`config.mk`:
```
export PLATFORM = sky130hd
export DESIGN_NAME = text_line_folder
export DESIGN_NICKNAME = d
export VERILOG_FILES = /design/src/rtl/tlf_pkg.sv /design/src/rtl/tlf_front.sv /design/src/rtl/tlf_cmd_fifo.sv /design/src/rtl/tlf_back.sv /design/src/rtl/text_line_folder.sv
export SDC_FILE = /design/constraint.sdc
export NUM_CORES = 1
export LEC_CHECK = 0
export CAP_MARGIN = 30
export CORE_ASPECT_RATIO = 0.8
export CORE_MARGIN = 2
export CORE_UTILIZATION = 55
export DETAILED_ROUTE_END_ITERATION = 8
export DONT_BUFFER_PORTS = 1
export GPL_ROUTABILITY_DRIVEN = 0
export GPL_TIMING_DRIVEN = 0
export PLACE_DENSITY = 0.69
export SETUP_SLACK_MARGIN = 0.15
export SLEW_MARGIN = 0
export SYNTH_ARGS = -nofsm -noshare
export SYNTH_HDL_FRONTEND = slang
export SYNTH_SLANG_ARGS = --single-unit
```
`constraint.sdc`:
```
create_clock -name clk -period 4.2 [get_ports clk]
set_input_delay 1.05 -clock clk [delete_from_list [all_inputs] [get_ports clk]]
set_output_delay 1.05 -clock clk [all_outputs]
set_load 0.05 [all_outputs]
```
`src/rtl/tlf_pkg.sv`:
```
// ----------------------------------------------------------------------------
// tlf_pkg
// Shared types and constants for the text line folder.
// ----------------------------------------------------------------------------
`default_nettype none

package tlf_pkg;

  // Line store geometry.
  localparam int LINE_MAX = 32;
  localparam int ADDR_W   = $clog2(LINE_MAX);
  localparam int COL_W    = ADDR_W + 1;

  // Field widths fixed by the interface.
  localparam int CHAR_W  = 8;
  localparam int FOLD_W  = 6;
  localparam int STEP_W  = 5;
  localparam int CFG_W   = 6;
  localparam int CFG_A_W = 1;

  // Character codes.
  localparam logic [CHAR_W-1:0] CHAR_TAB   = 8'd9;
  localparam logic [CHAR_W-1:0] CHAR_NL    = 8'd10;
  localparam logic [CHAR_W-1:0] CHAR_BLANK = 8'd32;

  // Configuration register indexes and reset values.
  localparam logic [CFG_A_W-1:0] REG_FOLD_WIDTH = 1'd0;
  localparam logic [CFG_A_W-1:0] REG_TAB_STEP   = 1'd1;
  localparam logic [FOLD_W-1:0]  FOLD_RESET     = 6'd10;
  localparam logic [STEP_W-1:0]  STEP_RESET     = 5'd8;

  // Command kinds passed from the front to the back.
  localparam logic [1:0] CMD_CHAR = 2'd0;
  localparam logic [1:0] CMD_TAB  = 2'd1;
  localparam logic [1:0] CMD_NL   = 2'd2;

  // Depth of the command queue.
  localparam int Q_DEPTH = 2;

  typedef struct packed {
    logic [1:0]        kind;
    logic [CHAR_W-1:0] ch;
  } cmd_t;

  // Effective (clamped) settings for the back end.
  typedef struct packed {
    logic [COL_W-1:0]  width;
    logic [STEP_W-1:0] step;
  } cfg_t;

endpackage

`default_nettype wire

```
`src/rtl/tlf_front.sv`:
```
// ----------------------------------------------------------------------------
// tlf_front
// Holds the configuration registers and classifies incoming bytes.
// ----------------------------------------------------------------------------
`default_nettype none

module tlf_front (
  input  wire logic                          clk,
  input  wire logic                          rst,
  input  wire logic                          cfg_we,
  input  wire logic [tlf_pkg::CFG_A_W-1:0]   cfg_addr,
  input  wire logic [tlf_pkg::CFG_W-1:0]     cfg_wdata,
  input  wire logic                          s_tvalid,
  output logic                               s_tready,
  input  wire logic [tlf_pkg::CHAR_W-1:0]    s_tdata,
  input  wire logic                          q_full,
  output logic                               q_push,
  output tlf_pkg::cmd_t                      q_cmd,
  output tlf_pkg::cfg_t                      cfg
);

  logic [tlf_pkg::FOLD_W-1:0] fold_width;
  logic [tlf_pkg::STEP_W-1:0] tab_step;

  always_ff @(posedge clk) begin
    if (rst) begin
      fold_width <= tlf_pkg::FOLD_RESET;
      tab_step   <= tlf_pkg::STEP_RESET;
    end else if (cfg_we) begin
      unique case (cfg_addr)
        tlf_pkg::REG_FOLD_WIDTH: fold_width <= cfg_wdata[tlf_pkg::FOLD_W-1:0];
        tlf_pkg::REG_TAB_STEP:   tab_step   <= cfg_wdata[tlf_pkg::STEP_W-1:0];
        default: ;
      endcase
    end
  end

  // Width is clamped into [2, LINE_MAX]; a zero tab step acts as one.
  always_comb begin
    if (fold_width < tlf_pkg::FOLD_W'(2)) begin
      cfg.width = tlf_pkg::COL_W'(2);
    end else if (fold_width > tlf_pkg::FOLD_W'(tlf_pkg::LINE_MAX)) begin
      cfg.width = tlf_pkg::COL_W'(tlf_pkg::LINE_MAX);
    end else begin
      cfg.width = tlf_pkg::COL_W'(fold_width);
    end
    cfg.step = (tab_step == '0) ? tlf_pkg::STEP_W'(1) : tab_step;
  end

  assign s_tready = !q_full;
  assign q_push   = s_tvalid && !q_full;

  always_comb begin
    q_cmd.ch = s_tdata;
    if (s_tdata == tlf_pkg::CHAR_TAB) begin
      q_cmd.kind = tlf_pkg::CMD_TAB;
    end else if (s_tdata == tlf_pkg::CHAR_NL) begin
      q_cmd.kind = tlf_pkg::CMD_NL;
    end else begin
      q_cmd.kind = tlf_pkg::CMD_CHAR;
    end
  end

endmodule

`default_nettype wire

```
`src/rtl/tlf_cmd_fifo.sv`:
```
// ----------------------------------------------------------------------------
// tlf_cmd_fifo
// Short command queue between the classifier and the line sequencer.
// ----------------------------------------------------------------------------
`default_nettype none

module tlf_cmd_fifo (
  input  wire logic          clk,
  input  wire logic          rst,
  input  wire logic          push,
  input  wire tlf_pkg::cmd_t push_cmd,
  output logic               full,
  input  wire logic          pop,
  output tlf_pkg::cmd_t      pop_cmd,
  output logic               not_empty
);

  localparam int PTR_W = (tlf_pkg::Q_DEPTH > 1) ? $clog2(tlf_pkg::Q_DEPTH) : 1;
  localparam int CNT_W = $clog2(tlf_pkg::Q_DEPTH + 1);

  tlf_pkg::cmd_t    entries [tlf_pkg::Q_DEPTH];
  logic [PTR_W-1:0] wr_ptr;
  logic [PTR_W-1:0] rd_ptr;
  logic [CNT_W-1:0] count;

  assign full      = (count == CNT_W'(tlf_pkg::Q_DEPTH));
  assign not_empty = (count != '0);
  assign pop_cmd   = entries[rd_ptr];

  always_ff @(posedge clk) begin
    if (push) begin
      entries[wr_ptr] <= push_cmd;
    end
  end

  always_ff @(posedge clk) begin
    if (rst) begin
      wr_ptr <= '0;
      rd_ptr <= '0;
      count  <= '0;
    end else begin
      if (push) begin
        wr_ptr <= (wr_ptr == PTR_W'(tlf_pkg::Q_DEPTH - 1)) ? '0 : wr_ptr + 1'b1;
      end
      if (pop) begin
        rd_ptr <= (rd_ptr == PTR_W'(tlf_pkg::Q_DEPTH - 1)) ? '0 : rd_ptr + 1'b1;
      end
      if (push && !pop) begin
        count <= count + 1'b1;
      end else if (pop && !push) begin
        count <= count - 1'b1;
      end
    end
  end

endmodule

`default_nettype wire

```
`src/rtl/tlf_back.sv`:
```
// ----------------------------------------------------------------------------
// tlf_back
// Line sequencer: line store, column, tab fill, blank search, emit and shift.
// ----------------------------------------------------------------------------
`default_nettype none

module tlf_back (
  input  wire logic                        clk,
  input  wire logic                        rst,
  input  wire tlf_pkg::cfg_t               cfg,
  input  wire logic                        q_valid,
  input  wire tlf_pkg::cmd_t               q_cmd,
  output logic                             q_pop,
  output logic                             m_tvalid,
  input  wire logic                        m_tready,
  output logic [tlf_pkg::CHAR_W-1:0]       m_tdata,
  output logic                             m_tlast
);

  localparam int COL_W  = tlf_pkg::COL_W;
  localparam int ADDR_W = tlf_pkg::ADDR_W;
  localparam int CHAR_W = tlf_pkg::CHAR_W;

  localparam logic [2:0] S_IDLE   = 3'd0;
  localparam logic [2:0] S_STOP   = 3'd1;
  localparam logic [2:0] S_FILL   = 3'd2;
  localparam logic [2:0] S_SEARCH = 3'd3;
  localparam logic [2:0] S_EMIT   = 3'd4;
  localparam logic [2:0] S_SHIFT  = 3'd5;

  logic [2:0]        state, state_next;
  logic [COL_W-1:0]  column, column_next;
  logic [COL_W-1:0]  idx, idx_next;
  logic [COL_W-1:0]  cnt, cnt_next;
  logic [COL_W-1:0]  len, len_next;
  logic [COL_W-1:0]  stop, stop_next;
  logic [ADDR_W-1:0] shift_k, shift_k_next;
  logic              fold, fold_next;

  logic [CHAR_W-1:0] mem [tlf_pkg::LINE_MAX];
  logic [CHAR_W-1:0] rdata;
  logic              we;
  logic [ADDR_W-1:0] waddr;
  logic [CHAR_W-1:0] wdata;
  logic [ADDR_W-1:0] raddr;

  logic              out_free;
  logic              out_load;
  logic [CHAR_W-1:0] out_char_next;
  logic              out_last_next;

  logic [COL_W-1:0]  pos;
  logic [COL_W-1:0]  pos_inc;
  logic [COL_W-1:0]  idx_inc;
  logic [COL_W-1:0]  tail;

  assign pos = (column >= COL_W'(tlf_pkg::LINE_MAX)) ?
               COL_W'(tlf_pkg::LINE_MAX - 1) : column;
  assign pos_inc  = pos + 1'b1;
  assign idx_inc  = idx + 1'b1;
  assign tail     = len - cnt;
  assign out_free = !m_tvalid || m_tready;

  // The read port follows the next index, so rdata always holds mem[idx].
  assign raddr = idx_next[ADDR_W-1:0];

  always_ff @(posedge clk) begin
    if (we) begin
      mem[waddr] <= wdata;
    end
    rdata <= (we && (waddr == raddr)) ? wdata : mem[raddr];
  end

  always_comb begin
    state_next    = state;
    column_next   = column;
    idx_next      = idx;
    cnt_next      = cnt;
    len_next      = len;
    stop_next     = stop;
    shift_k_next  = shift_k;
    fold_next     = fold;
    q_pop         = 1'b0;
    we            = 1'b0;
    waddr         = idx[ADDR_W-1:0];
    wdata         = tlf_pkg::CHAR_BLANK;
    out_load      = 1'b0;
    out_char_next = rdata;
    out_last_next = 1'b0;

    unique case (state)
      S_IDLE: begin
        if (q_valid) begin
          q_pop = 1'b1;
          unique case (q_cmd.kind)
            tlf_pkg::CMD_TAB: begin
              stop_next  = COL_W'(cfg.step);
              idx_next   = pos;
              state_next = S_STOP;
            end
            tlf_pkg::CMD_NL: begin
              column_next = '0;
              if (pos != '0) begin
                cnt_next   = pos;
                idx_next   = '0;
                fold_next  = 1'b0;
                state_next = S_EMIT;
              end
            end
            default: begin
              we    = 1'b1;
              waddr = pos[ADDR_W-1:0];
              wdata = q_cmd.ch;
              if (pos_inc >= cfg.width) begin
                len_next   = pos_inc;
                idx_next   = pos;
                state_next = S_SEARCH;
              end else begin
                column_next = pos_inc;
              end
            end
          endcase
        end
      end

      // Find the first tab stop above the starting column.
      S_STOP: begin
        if (stop <= idx) begin
          stop_next = stop + COL_W'(cfg.step);
        end else begin
          state_next = S_FILL;
        end
      end

      S_FILL: begin
        we       = 1'b1;
        waddr    = idx[ADDR_W-1:0];
        wdata    = tlf_pkg::CHAR_BLANK;
        idx_next = idx_inc;
        if (idx_inc >= cfg.width) begin
          cnt_next    = idx_inc;
          idx_next    = '0;
          fold_next   = 1'b0;
          column_next = '0;
          state_next  = S_EMIT;
        end else if (idx_inc >= stop) begin
          column_next = idx_inc;
          state_next  = S_IDLE;
        end
      end

      // Scan down from the newest byte; a blank at index zero does not count.
      S_SEARCH: begin
        if (idx == '0) begin
          cnt_next   = cfg.width - 1'b1;
          idx_next   = '0;
          fold_next  = 1'b1;
          state_next = S_EMIT;
        end else if (rdata == tlf_pkg::CHAR_BLANK) begin
          cnt_next   = idx_inc;
          idx_next   = '0;
          fold_next  = 1'b1;
          state_next = S_EMIT;
        end else begin
          idx_next = idx - 1'b1;
        end
      end

      S_EMIT: begin
        if (out_free) begin
          out_load = 1'b1;
          if (idx < cnt) begin
            out_char_next = rdata;
            idx_next      = idx_inc;
          end else begin
            out_char_next = tlf_pkg::CHAR_NL;
            out_last_next = 1'b1;
            if (fold && (cnt < len)) begin
              idx_next     = cnt;
              shift_k_next = '0;
              state_next   = S_SHIFT;
            end else begin
              column_next = '0;
              state_next  = S_IDLE;
            end
          end
        end
      end

      // Move the carried-over tail to the front of the store.
      S_SHIFT: begin
        we           = 1'b1;
        waddr        = shift_k;
        wdata        = rdata;
        idx_next     = idx_inc;
        shift_k_next = shift_k + 1'b1;
        if (COL_W'(shift_k) + 1'b1 == tail) begin
          column_next = tail;
          state_next  = S_IDLE;
        end
      end

      default: begin
        state_next = S_IDLE;
      end
    endcase
  end

  always_ff @(posedge clk) begin
    if (rst) begin
      state    <= S_IDLE;
      column   <= '0;
      idx      <= '0;
      m_tvalid <= 1'b0;
    end else begin
      state  <= state_next;
      column <= column_next;
      idx    <= idx_next;
      if (out_load) begin
        m_tvalid <= 1'b1;
      end else if (m_tready) begin
        m_tvalid <= 1'b0;
      end
    end
  end

  always_ff @(posedge clk) begin
    cnt     <= cnt_next;
    len     <= len_next;
    stop    <= stop_next;
    shift_k <= shift_k_next;
    fold    <= fold_next;
    if (out_load) begin
      m_tdata <= out_char_next;
      m_tlast <= out_last_next;
    end
  end

endmodule

`default_nettype wire

```
`src/rtl/text_line_folder.sv`:
```
// ----------------------------------------------------------------------------
// text_line_folder
// Folds a byte stream into lines of bounded width and expands tabs.
// ----------------------------------------------------------------------------
// Channel  Direction  Payload                     Handshake
// s_*      in         tdata[7:0] = in_char        tvalid/tready
// m_*      out        tdata[7:0] = out_char,      tvalid/tready
//                     tlast = run_last
// cfg_*    in         index 0 fold_width,         cfg_we, no wait
//                     index 1 tab_step
//
// An ordinary byte that does not fold is written straight into the line
// store; a newline emits the stored bytes and a line end. A fold scans down
// for a blank one stored byte at a time, emits the line and then moves the
// tail byte by byte, as set by the single read port of the line store. A tab
// steps past each tab stop at or below the column, writes one blank per
// column up to the next stop, then flushes the line if it fills.
// Reset is synchronous and needs no clearing pass; output stalls hold the
// sequencer while the two-entry command queue keeps accepting input.
// ----------------------------------------------------------------------------
`default_nettype none

module text_line_folder (
  input  wire logic                          clk,
  input  wire logic                          rst,
  input  wire logic                          cfg_we,
  input  wire logic [tlf_pkg::CFG_A_W-1:0]   cfg_addr,
  input  wire logic [tlf_pkg::CFG_W-1:0]     cfg_wdata,
  input  wire logic                          s_tvalid,
  output logic                               s_tready,
  input  wire logic [7:0]                    s_tdata,   // [7:0] in_char
  output logic                               m_tvalid,
  input  wire logic                          m_tready,
  output logic [7:0]                         m_tdata,   // [7:0] out_char
  output logic                               m_tlast    // run_last
);

  tlf_pkg::cmd_t push_cmd;
  tlf_pkg::cmd_t pop_cmd;
  tlf_pkg::cfg_t cfg;
  logic          q_full;
  logic          q_push;
  logic          q_pop;
  logic          q_valid;

  tlf_front u_front (
    .clk       (clk),
    .rst       (rst),
    .cfg_we    (cfg_we),
    .cfg_addr  (cfg_addr),
    .cfg_wdata (cfg_wdata),
    .s_tvalid  (s_tvalid),
    .s_tready  (s_tready),
    .s_tdata   (s_tdata),
    .q_full    (q_full),
    .q_push    (q_push),
    .q_cmd     (push_cmd),
    .cfg       (cfg)
  );

  tlf_cmd_fifo u_queue (
    .clk       (clk),
    .rst       (rst),
    .push      (q_push),
    .push_cmd  (push_cmd),
    .full      (q_full),
    .pop       (q_pop),
    .pop_cmd   (pop_cmd),
    .not_empty (q_valid)
  );

  tlf_back u_back (
    .clk      (clk),
    .rst      (rst),
    .cfg      (cfg),
    .q_valid  (q_valid),
    .q_cmd    (pop_cmd),
    .q_pop    (q_pop),
    .m_tvalid (m_tvalid),
    .m_tready (m_tready),
    .m_tdata  (m_tdata),
    .m_tlast  (m_tlast)
  );

endmodule

`default_nettype wire

```
==> reports/results.ini, run 1 <==
[grt]
grt_pass1_wl_um = 56500
grt.total_usage_pct = 25.3
grt_pass1_vias = 9311
grt-ovfl-total = 0
grt_max_degree = 25
antenna_found_initial = 0

[setup_path]
path_max_fanout = 10
worstPathArrival_ns = 4.08
r2r_cells = 8
cp.required_ns = 4.35
cp-end-kind = register
cp-start-kind = register
worstSetupPathType = reg -> reg

[clocking]
root_buffer = clkbuf_16
htree_levels = 2
clock_latency_ns = 0.51
cts_tree = yes
clkTransAtPathRegs_ns = 0.06
clk_path_buf_depth = 3
ctsHoldBuffers = 0
numClockSinks = 346
cts_buffers = 37

[drt]
route.detailed.drc = 0
first_pass_iters = 5
vias_per_cell = 6.42
wl_per_cell_um = 25.0
dr_total_vias = 9749
drt-initial-drc-count = 1365
wirelength_um = 38000
ant_nets = 0

[synthesis]
synthArstFlopShare_pct = 0
ys_seq_elements = 346
syn_area_sq_um = 15800
synth_edf_count = 309
syn_inst = 1074
synth_fp_nets = 1146
synth_cell_types = 63
synth_flop_cell = edfxtp_1
synth.most_common_cell = edfxtp_1
synth_top_cell_area_share_pct = 58.7
synth_common_cells = edfxtp_1, nor2_1, mux4_2
yosys_warnings = 0
yosysSeqAreaShare_pct = 63.3
syn_avg_cell_area_sq_um = 14.7
synth_area_leader_cell = edfxtp_1
synth_area_leaders = edfxtp_1, mux4_2, dfxtp_1

[power]
p_per_area_nw_per_um2 = 687
power.leakage_nw = 6.05
power_mw = 12.2
ir_worst_vdd_mv = 0.398

[sta]
rsz0062_at_grt = true
clock.fmax_mhz = 254
relSlewSlack_pct = 38.4
finalSetupViolations = 0
hold_viol = 0
tightest_slew_ns = 0.924
skew_ns = 0.0159
final-max-slew-violation-count = 0
finalCritPeriodShare_pct = 93.7
min_period_ns = 3.93
worst_slack_ns = 0.266

[floorplan]
die_area_sq_um = 30100
rows = 55
dieWidth_um = 194
die_y_um = 156
pin_count = 31
coreArea_sq_um = 28300
initial_core_util_pct = 55.9

[final_layout]
num-fill-cells = 2050
final_cells = 1519
layout.nets = 1193
fin_area_sq_um = 17800
area_delta_synth_final_pct = 12.4
drive_gt1_share_pct = 18.2
antenna_cells = 0

[run]
max_cap_viol_count = 0

[hold_path]
min_path_type = reg -> reg
min_path_cells = 2

[place]
place_hpwl_um = 26800
placed_area_sq_um = 16500
pre_cts_slack_ns = -0.501
port_buffers = 0
dp.cells = 1452

[run_status]
outcome = complete, no violations

==> worst max-delay path, stage by stage, from the launching register on <==
cell and delay [ns]:
dfxtp_1 0.30, clkbuf_1 0.25, or3_1 0.48, nor2_2 0.44
a21oi_1 0.32, a221oi_1 0.38, a21boi_0 0.28, nand2_1 0.50
nor2_2 0.61
==> sequential cells by signal, indices dropped and copies added (netlist names), 2 cells and up, named ones only <==
register and count:
u_back.len 6, u_queue.count 2, u_back.state 3, u_back.idx 6
u_back.column 6, u_back.m_tdata 8, u_front.fold_width 6, u_back.shift_k 5
u_back.cnt 6, u_front.tab_step 5, u_back.mem 256, u_queue.entries 20
u_back.stop 6
==> path summary, 6_finish.rpt <==
kind / from / endpoint / slack (ns)
max reg2reg: u_back.state[0] / u_back.mem[26][6] / 0.27
max: u_back.state[0] / u_back.mem[26][6] / 0.27
min: u_front.tab_step[0] / u_front.tab_step[0] / 0.48
min reg2reg: u_front.tab_step[0] / u_front.tab_step[0] / 0.48
==> power breakdown <==
part	switching (mW)	total (mW)	internal [mW]	leakage (nW)
combinational	2.94	4.59	1.65	2.36
sequential	0.228	4.58	4.35	3.15
clock	1.30	3.04	1.75	0.548
total	4.46	12.2	7.74	6.05
==> per-stage QoR <==
stage	setup TNS, ns	hold WS [ns]	utilization, %
4_1_cts	0	0.467	62.6
3_5_place_dp	-57.85	0.459	58.3
2_1_floorplan	0	0.436	-
5_1_grt	0	0.520	62.8
6_report	0	0.476	62.8
3_3_place_gp	-123.37	0.458	57.6
==> cell families after synthesis <==
| kind of cell | count (synthesis) | share of synthesized area [%] |
|---|---|---|
| muxes | 116 | 12.8 |
| adders and majority gates | 52 | 4.21 |
| and+or+nand+nor | 265 | 8.04 |
| DFF | 346 | 63.3 |
| buffers and inverters | 90 | 2.43 |
| xor gates and xnor gates | 31 | 1.72 |
| AOI/OAI and AO/OA | 174 | 7.51 |
==> cells in the final DEF, fill, tap and decap left out, types with 34 or more instances in the layout <==
cell type  instances
dfxtp_1           37
mux4_2            68
inv_1             41
ha_1              50
mux2i_1           46
clkbuf_1          35
nor2_1            57
o21ai_0           34
nand2_1           45
a21oi_1           35
clkbuf_16         37
edfxtp_1         309
==> layout make-up <==
type                    count  area, sq um  share of cell area, %
well taps                 370          463                   2.60
clock inverters            17          115                  0.648
multi-input cells         638         5610                   31.6
repair buffers              8          166                  0.936
flip-flops and latches    346        10000                   56.4
inverters                  43          161                  0.908
clock buffers              50         1000                   5.65
plain buffers              47          233                   1.31
==> layer usage <==
metal / track usage (%) / vias to the layer above / wire length (um)
met5: 0 / - / 0
met4: 7.20 / 0 / 965
met3: 6.96 / 87 / 4260
met2: 34.5 / 521 / 15500
met1: 39.7 / 4843 / 17300
li1: - / 4298 / -
==> timing repair <==
action	in CTS	in global routing
setup buffers	0	0
resized for setup	31	26
endpoints found under the setup margin	223	264
Power figures use the tool's default switching activity.
==> run 2: changes to the inputs <==
--- a/config.mk
+++ b/config.mk
@@ -14,6 +14,7 @@
 export GPL_ROUTABILITY_DRIVEN = 0
 export GPL_TIMING_DRIVEN = 0
 export PLACE_DENSITY = 0.69
+export REMOVE_ABC_BUFFERS = 1
 export SETUP_SLACK_MARGIN = 0.15
 export SLEW_MARGIN = 0
 export SYNTH_ARGS = -nofsm -noshare
==> run 2 against run 1 <==
Effect of this change:
- total power down 0.92%
- final area down 0.51%
- sequential power up 4.6%
- routed wire length down 6.1%
- critical path depth up 3
- flip-flop and latch count unchanged
- hold slack worse by 0.026 ns
- non-clock buffer count down 41
- sequential share of layout area up 0.38 points
- clock skew up 0.0092 ns
- largest power group is now sequential cells
==> reports/results.ini, run 2 (synthesis results as in run 1) <==
[hold_path]
min_path_cells = 2
hp-start = u_front.tab_step[0]
min_to = u_front.tab_step[0]
min_path_type = reg -> reg

[final_layout]
largest_reg_flops = 256
layout.nets = 1150
drive_gt1_share_pct = 18.7
final_cell_mix = edfxtp_1, mux4_2, nor2_1, ha_1, mux2i_1
fin_area_sq_um = 17700
area_delta_synth_final_pct = 11.8
reg.largest.list = u_back.mem: 256 flops, u_queue.entries: 20 flops, u_back.m_tdata: 8 flops
final_cells = 1471
final_common_cell = edfxtp_1
regMostFlops = u_back.mem
antenna_cells = 0
num-fill-cells = 2062
seq_area_sq_um = 10000
final_util_pct = 62.5
multi_input_area_sq_um = 5660

[clocking]
htree_levels = 2
clkTransAtPathRegs_ns = 0.06
clock_latency_ns = 0.52
clk_path_buf_depth = 3
cts_tree = yes
numClockSinks = 346
root_buffer = clkbuf_16
cts_buffers = 35
ctsHoldBuffers = 0

[place]
place_hpwl_um = 24500
placed_area_sq_um = 16300
dp.cells = 1409
port_buffers = 0

[setup_path]
crit_top_cell = inv_1
r2r_cells = 11
r2r_slack_ns = 0.28
path_max_fanout = 11
cp-start-kind = register
worstPathArrival_ns = 4.32
cp_slowest_cell = dfxtp_1
cpPeakStageDelay_ns = 0.55
r2r-end = u_back.state[1]
r2r_start = u_back.idx[3]
cp-end-kind = register
worstSetupPathType = reg -> reg
cp.required_ns = 4.60
path_cells = inv_1, or3_1, xnor2_1, inv_1, ha_1, a211oi_1, o211a_1, o211ai_1, and3_2, nand3_2, mux2_4

[floorplan]
die_y_um = 156
coreArea_sq_um = 28300
die_area_sq_um = 30100
pin_count = 31
initial_core_util_pct = 55.9
rows = 55
dieWidth_um = 194

[grt]
grt.total_usage_pct = 23.9
antenna_found_initial = 0
grt_pass1_vias = 9028
grt_max_degree = 41
grt-ovfl-total = 0
grt_pass1_wl_um = 54500

[sta]
clock.fmax_mhz = 255
hold_viol = 0
finalSetupViolations = 0
min_period_ns = 3.92
rsz0062_at_grt = false
relSlewSlack_pct = 38.9
tightest_slew_ns = 0.917
holdWs_ns = 0.450
final-max-slew-violation-count = 0
skew_ns = 0.0251
finalCritPeriodShare_pct = 93.3

[drt]
first_pass_iters = 6
drt-initial-drc-count = 1188
wirelength_um = 35700
dr_total_vias = 9426
vias_per_cell = 6.41
ant_nets = 0
route.detailed.drc = 0
wl_per_cell_um = 24.3

[power]
power.leakage_nw = 5.94
ir_worst_vdd_mv = 0.445
power_mw = 12.1
p_per_area_nw_per_um2 = 684

[run]
max_cap_viol_count = 0

[run_status]
outcome = complete, no violations

-- run 2: layout make-up --
cell class              instances  area share (%)
multi-input cells             638            32.0
clock buffers                  40            5.18
clock inverters                20            1.25
repair buffers                 14            1.29
flip-flops and latches        346            56.7
inverters                      43           0.913
well taps                     370            2.62
-- run 2: metal layers --
metal  GRT usage (%)  vias to the layer above  share of wire, %
met3            4.04                       66               9.0
li1                -                     4216                 -
met5               0                        -                 0
met1            37.9                     4687                46
met4            6.07                        0               2.1
met2            34.4                      457                43
-- run 2: worst max-delay path by stage --
| stage | from | endpoint | slack [ns] |
|---|---|---|---|
| final | u_back.idx[3] | u_back.state[1] | 0.28 |
| after global routing | register | u_back.mem[21][6] | 0.16 |
| after CTS | u_back.idx[2] | u_back.state[1] | 0.17 |
| after detailed placement | register | u_back.mem[18][6] | -0.21 |
| after global placement | register | u_back.mem[0][5] | -2.68 |
| after floorplan | register | u_back.mem[0][5] | -0.40 |
-- run 2: through the flow --
stage	setup slack, ns	TNS, ns
floorplan	-0.397	-56.29
global placement	-2.68	-684.53
detailed placement	-0.211	-21.76
CTS	0.167	0
global route	0.165	0
finish	0.282	0
-- run 2: critical path, delay by kind of cell, from the launching register on --
| family | cells | cell delay, ns |
|---|---|---|
| AOI/OAI and AO/OA | 3 | 0.94 |
| adders and majority gates | 1 | 0.36 |
| and+or+nand+nor | 3 | 0.92 |
| DFF | 1 | 0.55 |
| buffers and inverters | 2 | 0.37 |
| xor gates and xnor gates | 1 | 0.39 |
| muxes | 1 | 0.30 |
-- run 2: repair_timing --
action                                  in CTS  in global routing
setup buffers                                0                  2
cloned                                       0                  0
gates resized for setup                     52                 13
pin swaps                                    0                  1
endpoints found under the setup margin     260                276
-- run 2: power breakdown --
part / total [mW] / internal [mW] / switching [mW] / leakage, nW
clock: 3.09 / 1.82 / 1.27 / 0.544
sequential: 4.79 / 4.36 / 0.427 / 3.15
combinational: 4.22 / 1.59 / 2.62 / 2.25
==> run 3: changes to the inputs <==
--- a/config.mk
+++ b/config.mk
@@ -6,7 +6,7 @@
 export NUM_CORES = 1
 export LEC_CHECK = 0
 export CAP_MARGIN = 30
-export CORE_ASPECT_RATIO = 0.8
+export CORE_ASPECT_RATIO = 1.75
 export CORE_MARGIN = 2
 export CORE_UTILIZATION = 55
 export DETAILED_ROUTE_END_ITERATION = 8
==> run 3 against run 2 <==
Effect of this change:
- setup slack got worse by 0.042 ns
- total power grew 0.53%
- sequential share of layout area shrank 0.064 points
- routed wire length grew 8.3%
- die area up 0.15%
- final cell count up 0.27%
- combinational power rose by 4%
- largest cell class unchanged
- largest power group unchanged
- via count about the same
- highest routed layer unchanged
==> reports/results.ini, run 3 (synthesis results as in run 1) <==
[clocking]
ctsHoldBuffers = 0
cts_buffers = 30
root_buffer = clkbuf_16
clk_path_buf_depth = 3
clock_latency_ns = 0.57
htree_levels = 1
cts_tree = yes
numClockSinks = 346
clkTransAtPathRegs_ns = 0.07

[hold_path]
min_to = u_front.tab_step[0]
hp-start = u_front.tab_step[0]
min_path_cells = 2
min_path_type = reg -> reg

[final_layout]
regMostFlops = u_back.mem
seq_area_sq_um = 10000
layout.nets = 1145
multi_input_area_sq_um = 5710
reg.largest.list = u_back.mem: 256 flops, u_queue.entries: 20 flops, u_back.m_tdata: 8 flops
fin_area_sq_um = 17700
largest_reg_flops = 256
final_cell_mix = edfxtp_1, mux4_2, nor2_1, ha_1, mux2i_1
final_common_cell = edfxtp_1
drive_gt1_share_pct = 19.3
final_util_pct = 62.1
num-fill-cells = 2169
area_delta_synth_final_pct = 11.9
antenna_cells = 0

[floorplan]
pin_count = 31
dieWidth_um = 132
die_area_sq_um = 30200
die_y_um = 228
coreArea_sq_um = 28500
initial_core_util_pct = 55.5
rows = 82

[grt]
grt_pass1_wl_um = 58300
met1_usage_pct = 27.9
grt_max_degree = 40
grt.total_usage_pct = 26.0
grt_pass1_vias = 9631
grtUsageMet3_pct = 3.95
antenna_found_initial = 0
grt_busiest_layer = met2
grt_util_met2_pct = 48.5
grt-ovfl-total = 0

[sta]
skew_ns = 0.0243
finalCritPeriodShare_pct = 94.3
hold_viol = 0
clock.fmax_mhz = 253
relSlewSlack_pct = 35.0
tightest_slew_ns = 0.965
final-max-slew-violation-count = 0
finalSetupViolations = 0
min_period_ns = 3.96
rsz0062_at_grt = false

[drt]
route.detailed.drc = 0
ant_nets = 0
wl_per_cell_um = 26.2
first_pass_iters = 5
wirelength_um = 38700
drt-initial-drc-count = 900
vias_per_cell = 6.39
dr_total_vias = 9418

[place]
place_hpwl_um = 27200
placed_area_sq_um = 16300
port_buffers = 0

[setup_path]
worstPathArrival_ns = 4.42
path_max_fanout = 11
cp-end-kind = register
r2r_slack_ns = 0.24
r2r_cells = 11
r2r-end = u_back.state[1]
r2r_start = u_back.idx[3]
cp-start-kind = register
worstSetupPathType = reg -> reg
cp.required_ns = 4.65

[run_status]
outcome = complete, no violations

[power]
ir_worst_vdd_mv = 0.364
power.leakage_nw = 5.95
p_per_area_nw_per_um2 = 687

[run]
max_cap_viol_count = 0

## run 3: cell types whose count changed in the layout (fill, tap and decap cells not counted), moves of 3 or more
cell and change:
clkinv_2 +3, nor3_2 +3, nor3_1 -3, clkbuf_16 -5, clkinv_1 -3
## run 3: power breakdown
group / internal, mW / switching, mW
clock network: 1.75 / 1.23
logic: 1.63 / 2.77
registers: 4.35 / 0.422
total: 7.74 / 4.42
## run 3: final cells by class
cell class	count	area share, %
Clock inverter	21	1.53
Clock buffer	35	4.58
Sequential cell	346	56.7
Tap cell	378	2.67
Inverter	43	0.912
Timing Repair Buffer	13	1.37
Multi-Input combinational cell	639	32.3
## run 3: how the worst max path moves through the flow
stage	startpoint	to	cells after the start
finish	u_back.idx[3]	u_back.state[1]	11
global route	register	u_back.mem[24][1]	9
CTS	register	u_back.mem[18][6]	7
detailed placement	register	u_back.cnt[4]	8
global placement	register	u_back.mem[13][0]	5
floorplan	register	u_back.mem[0][5]	4
## run 3: worst max-delay path, cell delays in order, from the launching register on
cell and delay, ns:
dfxtp_1 0.52, inv_1 0.15, or3_1 0.43, xnor2_2 0.32, inv_1 0.19, ha_1 0.35
a211oi_1 0.34, o211a_1 0.38, o211ai_1 0.31, and3_1 0.39, nand3_2 0.17, mux2_4 0.30
## run 3: metal layers
layer  up-vias  routed length [um]  share of wire (%)
li1       4198                   -                  -
met3       135                1860                4.8
met5         -                   0                  0
met2       364               21200                 55
met1      4721               13300                 34
met4         0                2340                6.1
## run 3: what timing repair did
item / in CTS / in global routing
resized for setup: 31 / 42
endpoints found under the setup margin: 279 / 281
buffers inserted: 1 / 1
pin swaps: 0 / 2
cloned: 0 / 1
## run 3: per-stage QoR
| step | instances | hold slack [ns] | setup WS [ns] | power [mW] | TNS (ns) |
|---|---|---|---|---|---|
| after CTS | 1473 | 0.458 | 0.0702 | 12.0 | 0 |
| after global placement | 1405 | 0.443 | -2.97 | 8.74 | -712.43 |
| after floorplan | 1027 | 0.430 | -0.397 | 7.46 | -56.29 |
| after global routing | 1475 | 0.493 | 0.109 | 12.6 | 0 |
| final | 1475 | 0.461 | 0.240 | 12.2 | 0 |
| after detailed placement | 1416 | 0.448 | -0.126 | 8.92 | -8.91 |
